===== src/hw/rtl/hsp_pkg.sv =====
// ---------------------------------------------------------------------------
// hsp_pkg
// types and constants of the status line parser
// ---------------------------------------------------------------------------
package hsp_pkg;

    localparam logic [1:0] EV_NONE   = 2'd0;
    localparam logic [1:0] EV_REASON = 2'd1;
    localparam logic [1:0] EV_DONE   = 2'd2;
    localparam logic [1:0] EV_ERR    = 2'd3;

    localparam logic [3:0] POS_LEAD_LAST = 4'd4;
    localparam logic [3:0] POS_MAJOR     = 4'd5;
    localparam logic [3:0] POS_DOT       = 4'd6;
    localparam logic [3:0] POS_MINOR     = 4'd7;
    localparam logic [3:0] POS_SPACE     = 4'd8;
    localparam logic [3:0] POS_CODE      = 4'd9;
    localparam logic [3:0] POS_REASON    = 4'd10;

    localparam logic [7:0] CH_ZERO  = 8'h30;
    localparam logic [7:0] CH_NINE  = 8'h39;
    localparam logic [7:0] CH_DOT   = 8'h2E;
    localparam logic [7:0] CH_SPACE = 8'h20;
    localparam logic [7:0] CH_CR    = 8'h0D;
    localparam logic [7:0] CH_LF    = 8'h0A;

    localparam logic [2:0] CODE_DIGITS = 3'd3;

    typedef struct packed {
        logic [1:0] event_res;
        logic [7:0] reason_byte;
        logic [3:0] major_digit;
        logic [3:0] minor_digit;
        logic [9:0] code_value;
        logic       last;
    } t_result;

    function automatic logic [7:0] lead_byte(input logic [2:0] idx);
        logic [7:0] ch;
        case (idx)
            3'd0:    ch = 8'h48;
            3'd1:    ch = 8'h54;
            3'd2:    ch = 8'h54;
            3'd3:    ch = 8'h50;
            3'd4:    ch = 8'h2F;
            default: ch = 8'h00;
        endcase
        return ch;
    endfunction

endpackage


===== src/hw/rtl/hsp_core.sv =====
// ---------------------------------------------------------------------------
// hsp_core
// line state and per-byte decode, up to two results per request
// ---------------------------------------------------------------------------
module hsp_core
    import hsp_pkg::*;
(
    input  logic       i_clk,
    input  logic       i_rst_n,
    input  logic       i_enable,
    input  logic       i_func,
    input  logic [7:0] i_data_byte,
    output logic [1:0] o_count,
    output t_result    o_res0,
    output t_result    o_res1
);

    typedef struct packed {
        logic [3:0] pos;
        logic [3:0] major;
        logic [3:0] minor;
        logic [9:0] acc;
        logic [2:0] dcnt;
        logic       crp;
        logic       err;
        logic       fin;
    } t_state;

    typedef struct packed {
        t_state s;
        logic   emit;
    } t_feed;

    localparam t_state STATE_CLEAR = '0;

    t_state r_st;
    t_state n_st;

    function automatic t_feed feed(input t_state s_in, input logic [7:0] b);
        t_feed      f;
        logic       dig;
        logic [7:0] diff;
        f      = '{s: s_in, emit: 1'b0};
        dig    = (b >= CH_ZERO) && (b <= CH_NINE);
        diff   = b - CH_ZERO;
        if (!s_in.err) begin
            case (s_in.pos) inside
                [4'd0:POS_LEAD_LAST]: begin
                    if (b == lead_byte(s_in.pos[2:0])) f.s.pos = s_in.pos + 4'd1;
                    else f.s.err = 1'b1;
                end
                POS_MAJOR: begin
                    if (dig) begin
                        f.s.major = diff[3:0];
                        f.s.pos   = POS_DOT;
                    end else f.s.err = 1'b1;
                end
                POS_DOT: begin
                    if (b == CH_DOT) f.s.pos = POS_MINOR;
                    else f.s.err = 1'b1;
                end
                POS_MINOR: begin
                    if (dig) begin
                        f.s.minor = diff[3:0];
                        f.s.pos   = POS_SPACE;
                    end else f.s.err = 1'b1;
                end
                POS_SPACE: begin
                    if (b == CH_SPACE) f.s.pos = POS_CODE;
                    else f.s.err = 1'b1;
                end
                POS_CODE: begin
                    if (dig && (s_in.dcnt < CODE_DIGITS)) begin
                        f.s.acc  = (s_in.acc << 3) + (s_in.acc << 1) + {6'd0, diff[3:0]};
                        f.s.dcnt = s_in.dcnt + 3'd1;
                    end else if ((b == CH_SPACE) && (s_in.dcnt == CODE_DIGITS)) begin
                        f.s.pos = POS_REASON;
                    end else f.s.err = 1'b1;
                end
                POS_REASON: f.emit = 1'b1;
                default:    f.s.err = 1'b1;
            endcase
        end
        return f;
    endfunction

    always_comb begin
        t_feed      fa;
        t_feed      fb;
        t_result    ra;
        t_result    rb;
        logic       ea;
        logic       eb;
        n_st    = r_st;
        o_count = 2'd0;
        o_res0  = '0;
        o_res1  = '0;
        ra      = '0;
        rb      = '0;
        ea      = 1'b0;
        eb      = 1'b0;
        fa      = '{s: r_st, emit: 1'b0};
        fb      = '{s: r_st, emit: 1'b0};
        if (i_func) begin
            n_st = STATE_CLEAR;
        end else if (!r_st.fin) begin
            if (r_st.crp && (i_data_byte == CH_LF)) begin
                n_st     = r_st;
                n_st.crp = 1'b0;
                n_st.fin = 1'b1;
                if (!r_st.err && (r_st.pos == POS_REASON)) begin
                    o_res0.event_res   = EV_DONE;
                    o_res0.major_digit = r_st.major;
                    o_res0.minor_digit = r_st.minor;
                    o_res0.code_value  = r_st.acc;
                end else begin
                    o_res0.event_res = EV_ERR;
                end
                o_res0.last = 1'b1;
                o_count     = 2'd1;
            end else begin
                fa       = '{s: r_st, emit: 1'b0};
                fa.s.crp = 1'b0;
                if (r_st.crp) fa = feed(fa.s, CH_CR);
                ea = fa.emit;
                ra.event_res   = EV_REASON;
                ra.reason_byte = CH_CR;
                if (i_data_byte == CH_CR) begin
                    fb       = '{s: fa.s, emit: 1'b0};
                    fb.s.crp = 1'b1;
                end else begin
                    fb = feed(fa.s, i_data_byte);
                end
                eb = fb.emit;
                rb.event_res   = EV_REASON;
                rb.reason_byte = i_data_byte;
                n_st = fb.s;
                if (ea && eb) begin
                    o_res0      = ra;
                    o_res1      = rb;
                    o_res1.last = 1'b1;
                    o_count     = 2'd2;
                end else if (ea) begin
                    o_res0      = ra;
                    o_res0.last = 1'b1;
                    o_count     = 2'd1;
                end else if (eb) begin
                    o_res0      = rb;
                    o_res0.last = 1'b1;
                    o_count     = 2'd1;
                end
            end
        end
        if (!i_enable) begin
            n_st    = r_st;
            o_count = 2'd0;
        end
    end

    always_ff @(posedge i_clk) begin
        if (!i_rst_n) begin
            r_st <= STATE_CLEAR;
        end else begin
            r_st <= n_st;
        end
    end

endmodule


===== src/hw/rtl/http_status_line_parser.sv =====
// ---------------------------------------------------------------------------
// http_status_line_parser: response status line checker, one byte per request
// a request is held in the input register, then decoded and its results written to the result queue
// throughput: 1 request per cycle while the 4-entry result queue has room for two results
// reset: synchronous active low, clears line state and empties the queue
// ---------------------------------------------------------------------------
module http_status_line_parser
    import hsp_pkg::*;
#(
    parameter int QUEUE_DEPTH = 4
) (
    input  logic       i_clk,
    input  logic       i_rst_n,
    input  logic       i_in_valid,
    output logic       o_in_stall,
    input  logic       i_func,
    input  logic [7:0] i_data_byte,
    output logic       o_out_valid,
    input  logic       i_out_stall,
    output logic [1:0] o_event_res,
    output logic [7:0] o_reason_byte,
    output logic [3:0] o_major_digit,
    output logic [3:0] o_minor_digit,
    output logic [9:0] o_code_value,
    output logic       o_last
);

    localparam int PW = (QUEUE_DEPTH > 1) ? $clog2(QUEUE_DEPTH) : 1;
    localparam int CW = $clog2(QUEUE_DEPTH + 1);
    localparam logic [CW-1:0] ROOM_LIMIT = CW'(QUEUE_DEPTH - 2);

    logic          r_in_valid;
    logic          r_in_func;
    logic [7:0]    r_in_byte;
    t_result       r_mem [QUEUE_DEPTH];
    logic [PW-1:0] r_wr_ptr;
    logic [PW-1:0] r_rd_ptr;
    logic [CW-1:0] r_count;
    logic [CW-1:0] n_count;

    logic          process;
    logic          pop;
    logic [1:0]    push_n;
    t_result       res0;
    t_result       res1;
    t_result       head;
    logic [PW-1:0] wr_next;

    assign process    = r_in_valid && (r_count <= ROOM_LIMIT);
    assign o_in_stall = r_in_valid && !process;
    assign pop        = o_out_valid && !i_out_stall;

    hsp_core u_core (
        .i_clk       (i_clk),
        .i_rst_n     (i_rst_n),
        .i_enable    (process),
        .i_func      (r_in_func),
        .i_data_byte (r_in_byte),
        .o_count     (push_n),
        .o_res0      (res0),
        .o_res1      (res1)
    );

    function automatic logic [PW-1:0] ptr_inc(input logic [PW-1:0] p);
        return (p == PW'(QUEUE_DEPTH - 1)) ? '0 : p + PW'(1);
    endfunction

    assign wr_next = ptr_inc(r_wr_ptr);
    assign n_count = r_count + CW'(push_n) - CW'(pop);

    always_ff @(posedge i_clk) begin
        if (!i_rst_n) begin
            r_in_valid <= 1'b0;
            r_wr_ptr   <= '0;
            r_rd_ptr   <= '0;
            r_count    <= '0;
        end else begin
            if (!o_in_stall) r_in_valid <= i_in_valid;
            if (push_n == 2'd1) r_wr_ptr <= wr_next;
            else if (push_n == 2'd2) r_wr_ptr <= ptr_inc(wr_next);
            if (pop) r_rd_ptr <= ptr_inc(r_rd_ptr);
            r_count <= n_count;
        end
    end

    always_ff @(posedge i_clk) begin
        if (!o_in_stall && i_in_valid) begin
            r_in_func <= i_func;
            r_in_byte <= i_data_byte;
        end
        if (push_n != 2'd0) r_mem[r_wr_ptr] <= res0;
        if (push_n == 2'd2) r_mem[wr_next] <= res1;
    end

    assign head          = r_mem[r_rd_ptr];
    assign o_out_valid   = (r_count != '0);
    assign o_event_res   = head.event_res;
    assign o_reason_byte = head.reason_byte;
    assign o_major_digit = head.major_digit;
    assign o_minor_digit = head.minor_digit;
    assign o_code_value  = head.code_value;
    assign o_last        = head.last;

endmodule


===== config.mk =====
export PLATFORM = sky130hd
export DESIGN_NAME = http_status_line_parser
export DESIGN_NICKNAME = d
export VERILOG_FILES = /design/src/hw/rtl/hsp_pkg.sv /design/src/hw/rtl/hsp_core.sv /design/src/hw/rtl/http_status_line_parser.sv
export SDC_FILE = /design/constraint.sdc
export NUM_CORES = 1
export LEC_CHECK = 0
export ABC_AREA = 1
export BUFFER_PORTS_ARGS = -buffer_cell sky130_fd_sc_hd__clkbuf_2
export CORE_UTILIZATION = 30
export DETAILED_ROUTE_END_ITERATION = 12
export HOLD_SLACK_MARGIN = 0.06
export SETUP_SLACK_MARGIN = 0.1
export SLEW_MARGIN = 0
export SYNTH_ARGS = -nofsm -noshare
export SYNTH_HDL_FRONTEND = slang
export SYNTH_HIERARCHICAL = 1
export SYNTH_SLANG_ARGS = --single-unit

===== constraint.sdc =====
create_clock -name i_clk -period 5.2 [get_ports i_clk]
set_input_delay 1.04 -clock i_clk [delete_from_list [all_inputs] [get_ports i_clk]]
set_output_delay 1.04 -clock i_clk [all_outputs]
set_load 0.03 [all_outputs]

==> out/summary.json <==
{
  "finalHoldWorstSlack": {"value": 0.4606, "unit": "ns"},
  "grt_antenna_before_repair": {"value": 0},
  "yosys.cell_types.count": {"value": 37},
  "globalRouteMet1Util": {"value": 19.59, "unit": "%"},
  "maximum_number_of_pins_on_one_net_before_global_route_repair": {"value": 60},
  "groute.layer.met3.usage": {"value": 2.476, "unit": "%"},
  "outcome": {"value": "finished clean"},
  "fillCellCount": {"value": 3084},
  "critical_setup_path_class": {"value": "reg2reg"},
  "power_density": {"value": 373.4, "unit": "nW/um2"},
  "drive_above_1_share": {"value": 9.741, "unit": "%"},
  "layout_worst_path_cycle_share": {"value": 76.79, "unit": "%"},
  "fin_setup_tns": {"value": 0, "unit": "ns"},
  "remaining_drc_errors": {"value": 0},
  "worstRegToRegCells": {"value": 14},
  "syn_avg_cell_area": {"value": 8.395, "unit": "um2"},
  "rows": {"value": 63},
  "vias_per_cell": {"value": 4.769},
  "worst_setup_path_end_kind": {"value": "register"},
  "drt_wl_total": {"value": 22350, "unit": "um"},
  "antenna_violating_nets_post_route": {"value": 0},
  "synth_seq_cells": {"value": 163},
  "startpoint_of_the_most_critical_register_to_register_path": {"value": "u_core/r_st[24]"},
  "die_x": {"value": 176.5, "unit": "um"},
  "slew_headroom": {"value": 28.05, "unit": "%"},
  "top_count_cell_post_synth": {"value": "sky130_fd_sc_hd__nand2_1"},
  "timing_max_transition_violations_final": {"value": 0},
  "timing_worst_slew_pin_value": {"value": 1.078, "unit": "ns"},
  "synthCells": {"value": 1088},
  "grt.overflow.total": {"value": 0},
  "yosys_warnings": {"value": 6},
  "syn_area": {"value": 9134, "unit": "um2"},
  "die_y": {"value": 176.5, "unit": "um"},
  "wire_per_inst": {"value": 14.81, "unit": "um"},
  "cts-buffers-inserted": {"value": 17},
  "cts_root_buf": {"value": "sky130_fd_sc_hd__clkbuf_16"},
  "vdd_drop_max": {"value": 0.2566, "unit": "mV"},
  "violation_count_after_the_first_detailed_route_iteration": {"value": 640},
  "total_leakage_power": {"value": 3.426, "unit": "nW"},
  "sequential_cell_area_fraction_in_the_yosys_report": {"value": 49.42, "unit": "%"},
  "cts_buffer_depth": {"value": 2},
  "finalHoldViolations": {"value": 0},
  "holdBufCountCts": {"value": 0},
  "layout-area-overhead-vs-synth": {"value": 11.45, "unit": "%"},
  "cp-start-kind": {"value": "register"},
  "io_buffer_count": {"value": 43},
  "cts_max_level": {"value": 4},
  "post_dp_cell_area": {"value": 9562, "unit": "um2"},
  "final_estimated_routing_congestion_in_global_placement": {"value": 0.8618},
  "first_global_vias": {"value": 6723},
  "cts_tree": {"value": "done"},
  "grt_first_pass_wirelength": {"value": 35570, "unit": "um"},
  "number_of_synthesized_flops_with_an_enable_pin": {"value": 125},
  "holdPathStages": {"value": 2},
  "critical_path_arrival": {"value": 4.10, "unit": "ns"},
  "timing.final.ws_setup": {"value": 1.207, "unit": "ns"},
  "final-setup-viol-count": {"value": 0},
  "ys_top_cells_by_area": {"value": "sky130_fd_sc_hd__edfxtp_1 (41%), sky130_fd_sc_hd__o21ai_0 (11%), sky130_fd_sc_hd__nand2_1 (8.6%)"},
  "post_cts_resize_count": {"value": 0},
  "drt_pass_1_iters": {"value": 5},
  "yosys.area.top_type_share": {"value": 41.10, "unit": "%"},
  "async_reset_ff_share": {"value": 0, "unit": "%"},
  "floorplan.core_area": {"value": 29800, "unit": "um2"},
  "worstSkewPairLatency": {"value": 0.42, "unit": "ns"},
  "final.min_clock_period": {"value": 3.993, "unit": "ns"},
  "global_route.usage.total": {"value": 14.66, "unit": "%"},
  "dpl_worst_slack": {"value": 1.257, "unit": "ns"},
  "cts_setup_buffers": {"value": 0},
  "path_max_fanout": {"value": 17},
  "finClkSkew": {"value": 0.01331, "unit": "ns"},
  "cap_violations": {"value": 0},
  "synth_area_leader_cell": {"value": "sky130_fd_sc_hd__edfxtp_1"},
  "timing.hold.worst.start": {"value": "u_core/r_st[20]"},
  "top_cells_by_count_synth": {"value": "sky130_fd_sc_hd__nand2_1 (209), sky130_fd_sc_hd__o21ai_0 (203), sky130_fd_sc_hd__edfxtp_1 (125), sky130_fd_sc_hd__nor2_1 (123), sky130_fd_sc_hd__inv_1 (103)"},
  "rsz0062_at_grt": {"value": "no"},
  "via_count_of_the_routed_design": {"value": 7196},
  "floorplan.initialDensity": {"value": 30.65, "unit": "%"},
  "fmax": {"value": 0.2504, "unit": "GHz"},
  "ys.flop_type": {"value": "sky130_fd_sc_hd__edfxtp_1"},
  "grtUsageMet2": {"value": 24.56, "unit": "%"},
  "num_io_pins": {"value": 44},
  "die_area": {"value": 31150, "unit": "um2"},
  "antenna_cells_inserted": {"value": 0},
  "final_net_count": {"value": 1159},
  "critical_path.startpoint": {"value": "u_core/r_st[24]"},
  "dp_hpwl": {"value": 15910, "unit": "um"},
  "global_route.peak_usage_layer": {"value": "met2"},
  "clock_pin_slew_worst_setup_and_hold_paths": {"value": 0.07, "unit": "ns"},
  "post-route-cell-area": {"value": 10180, "unit": "um2"},
  "cp_data_required_time": {"value": 5.31, "unit": "ns"},
  "hp-class": {"value": "reg2reg"},
  "clock_sinks": {"value": 163}
}
sequential cells by signal (all words and copies together) (netlist names), named ones only:
signal       flops
r_wr_ptr         2
r_mem          116
r_in_valid       1
r_count          3
r_in_func        1
r_rd_ptr         2
u_core/r_st     28
r_in_byte        8
where the power goes:
part           switching, mW  leakage [nW]  internal (mW)
sequential            0.0922          1.24           1.44
clock                  0.511         0.307          0.794
combinational          0.700          1.88          0.265
total                   1.30          3.43           2.50
cells in the final DEF, fill, tap and decap left out, types with 4 or more instances in the layout:
| master | count |
|---|---|
| sky130_fd_sc_hd__inv_2 | 8 |
| sky130_fd_sc_hd__conb_1 | 19 |
| sky130_fd_sc_hd__nand3_1 | 26 |
| sky130_fd_sc_hd__clkbuf_16 | 21 |
| sky130_fd_sc_hd__dfxtp_1 | 37 |
| sky130_fd_sc_hd__o22ai_1 | 31 |
| sky130_fd_sc_hd__nand2_2 | 4 |
| sky130_fd_sc_hd__inv_1 | 103 |
| sky130_fd_sc_hd__clkbuf_2 | 43 |
| sky130_fd_sc_hd__a21oi_1 | 49 |
| sky130_fd_sc_hd__nor3b_1 | 13 |
| sky130_fd_sc_hd__nor2_1 | 123 |
| sky130_fd_sc_hd__buf_4 | 9 |
| sky130_fd_sc_hd__o21ai_2 | 4 |
| sky130_fd_sc_hd__nand2_1 | 209 |
| sky130_fd_sc_hd__nor2_2 | 6 |
| sky130_fd_sc_hd__ha_1 | 37 |
| sky130_fd_sc_hd__edfxtp_1 | 125 |
| sky130_fd_sc_hd__o21ai_0 | 199 |
| sky130_fd_sc_hd__o21ai_1 | 4 |
| sky130_fd_sc_hd__nand4_1 | 4 |
| sky130_fd_sc_hd__nor3_1 | 13 |
through the flow:
step / utilization, % / total power [mW] / std cells
final: 34.16 / 3.801 / 1509
after global routing: 34.16 / 3.996 / 1509
after CTS: 34.16 / 3.836 / 1509
after detailed placement: 32.09 / 2.542 / 1477
after global placement: 32.09 / 2.536 / 1477
after floorplan: - / 2.283 / 1106
path summary, 6_finish.rpt:
path | end | slack (ns)
hold reg to reg | u_core/r_st[20] | 0.46
setup reg to reg | r_mem[0][27] | 1.21
setup / recovery | r_mem[0][27] | 1.21
hold / removal | u_core/r_st[20] | 0.46
kinds of logic (layout without fill, tap and decap cells):
logic type	count (synthesis)	in the layout	share of synthesized area [%]
buffers and inverters	182	195	9.233
other	1	19	0.04106
DFF	163	163	49.42
and+or+nand+nor	403	403	18.27
AOI/OAI and AO/OA	296	296	17.01
adders and majority gates	40	40	5.726
xor gates and xnor gates	3	3	0.2877
per-layer routing:
| metal | part of all wire [%] | vias up |
|---|---|---|
| li1 | - | 3680 |
| met1 | 48 | 3338 |
| met2 | 47 | 165 |
| met3 | 4.1 | 13 |
| met4 | 0.97 | 0 |
| met5 | 0 | - |
area by class of cell:
| class | instances | area [um2] | area share [%] |
|---|---|---|---|
| Timing Repair Buffer | 52 | 282.8 | 2.778 |
| Clock buffer | 27 | 559.3 | 5.494 |
| Multi-Input combinational cell | 761 | 3859 | 37.91 |
| Clock inverter | 5 | 58.81 | 0.5777 |
| Sequential cell | 163 | 4516 | 44.36 |
| Tap cell | 390 | 488.0 | 4.793 |
| Inverter | 111 | 416.7 | 4.093 |
worst max-delay path, stage by stage (launching register included):
cell and delay (ns):
sky130_fd_sc_hd__dfxtp_1 0.41, sky130_fd_sc_hd__inv_1 0.10, sky130_fd_sc_hd__ha_1 0.27, sky130_fd_sc_hd__nand2_2 0.13
sky130_fd_sc_hd__nand4_2 0.15, sky130_fd_sc_hd__nor2_1 0.34, sky130_fd_sc_hd__ha_1 0.24, sky130_fd_sc_hd__inv_1 0.06
sky130_fd_sc_hd__nor2_1 0.17, sky130_fd_sc_hd__inv_1 0.15, sky130_fd_sc_hd__nor2_1 0.15, sky130_fd_sc_hd__inv_1 0.10
sky130_fd_sc_hd__ha_1 0.26, sky130_fd_sc_hd__o21ai_2 0.78, sky130_fd_sc_hd__buf_4 0.35
Note: power is estimated with default switching activity, not from simulation.
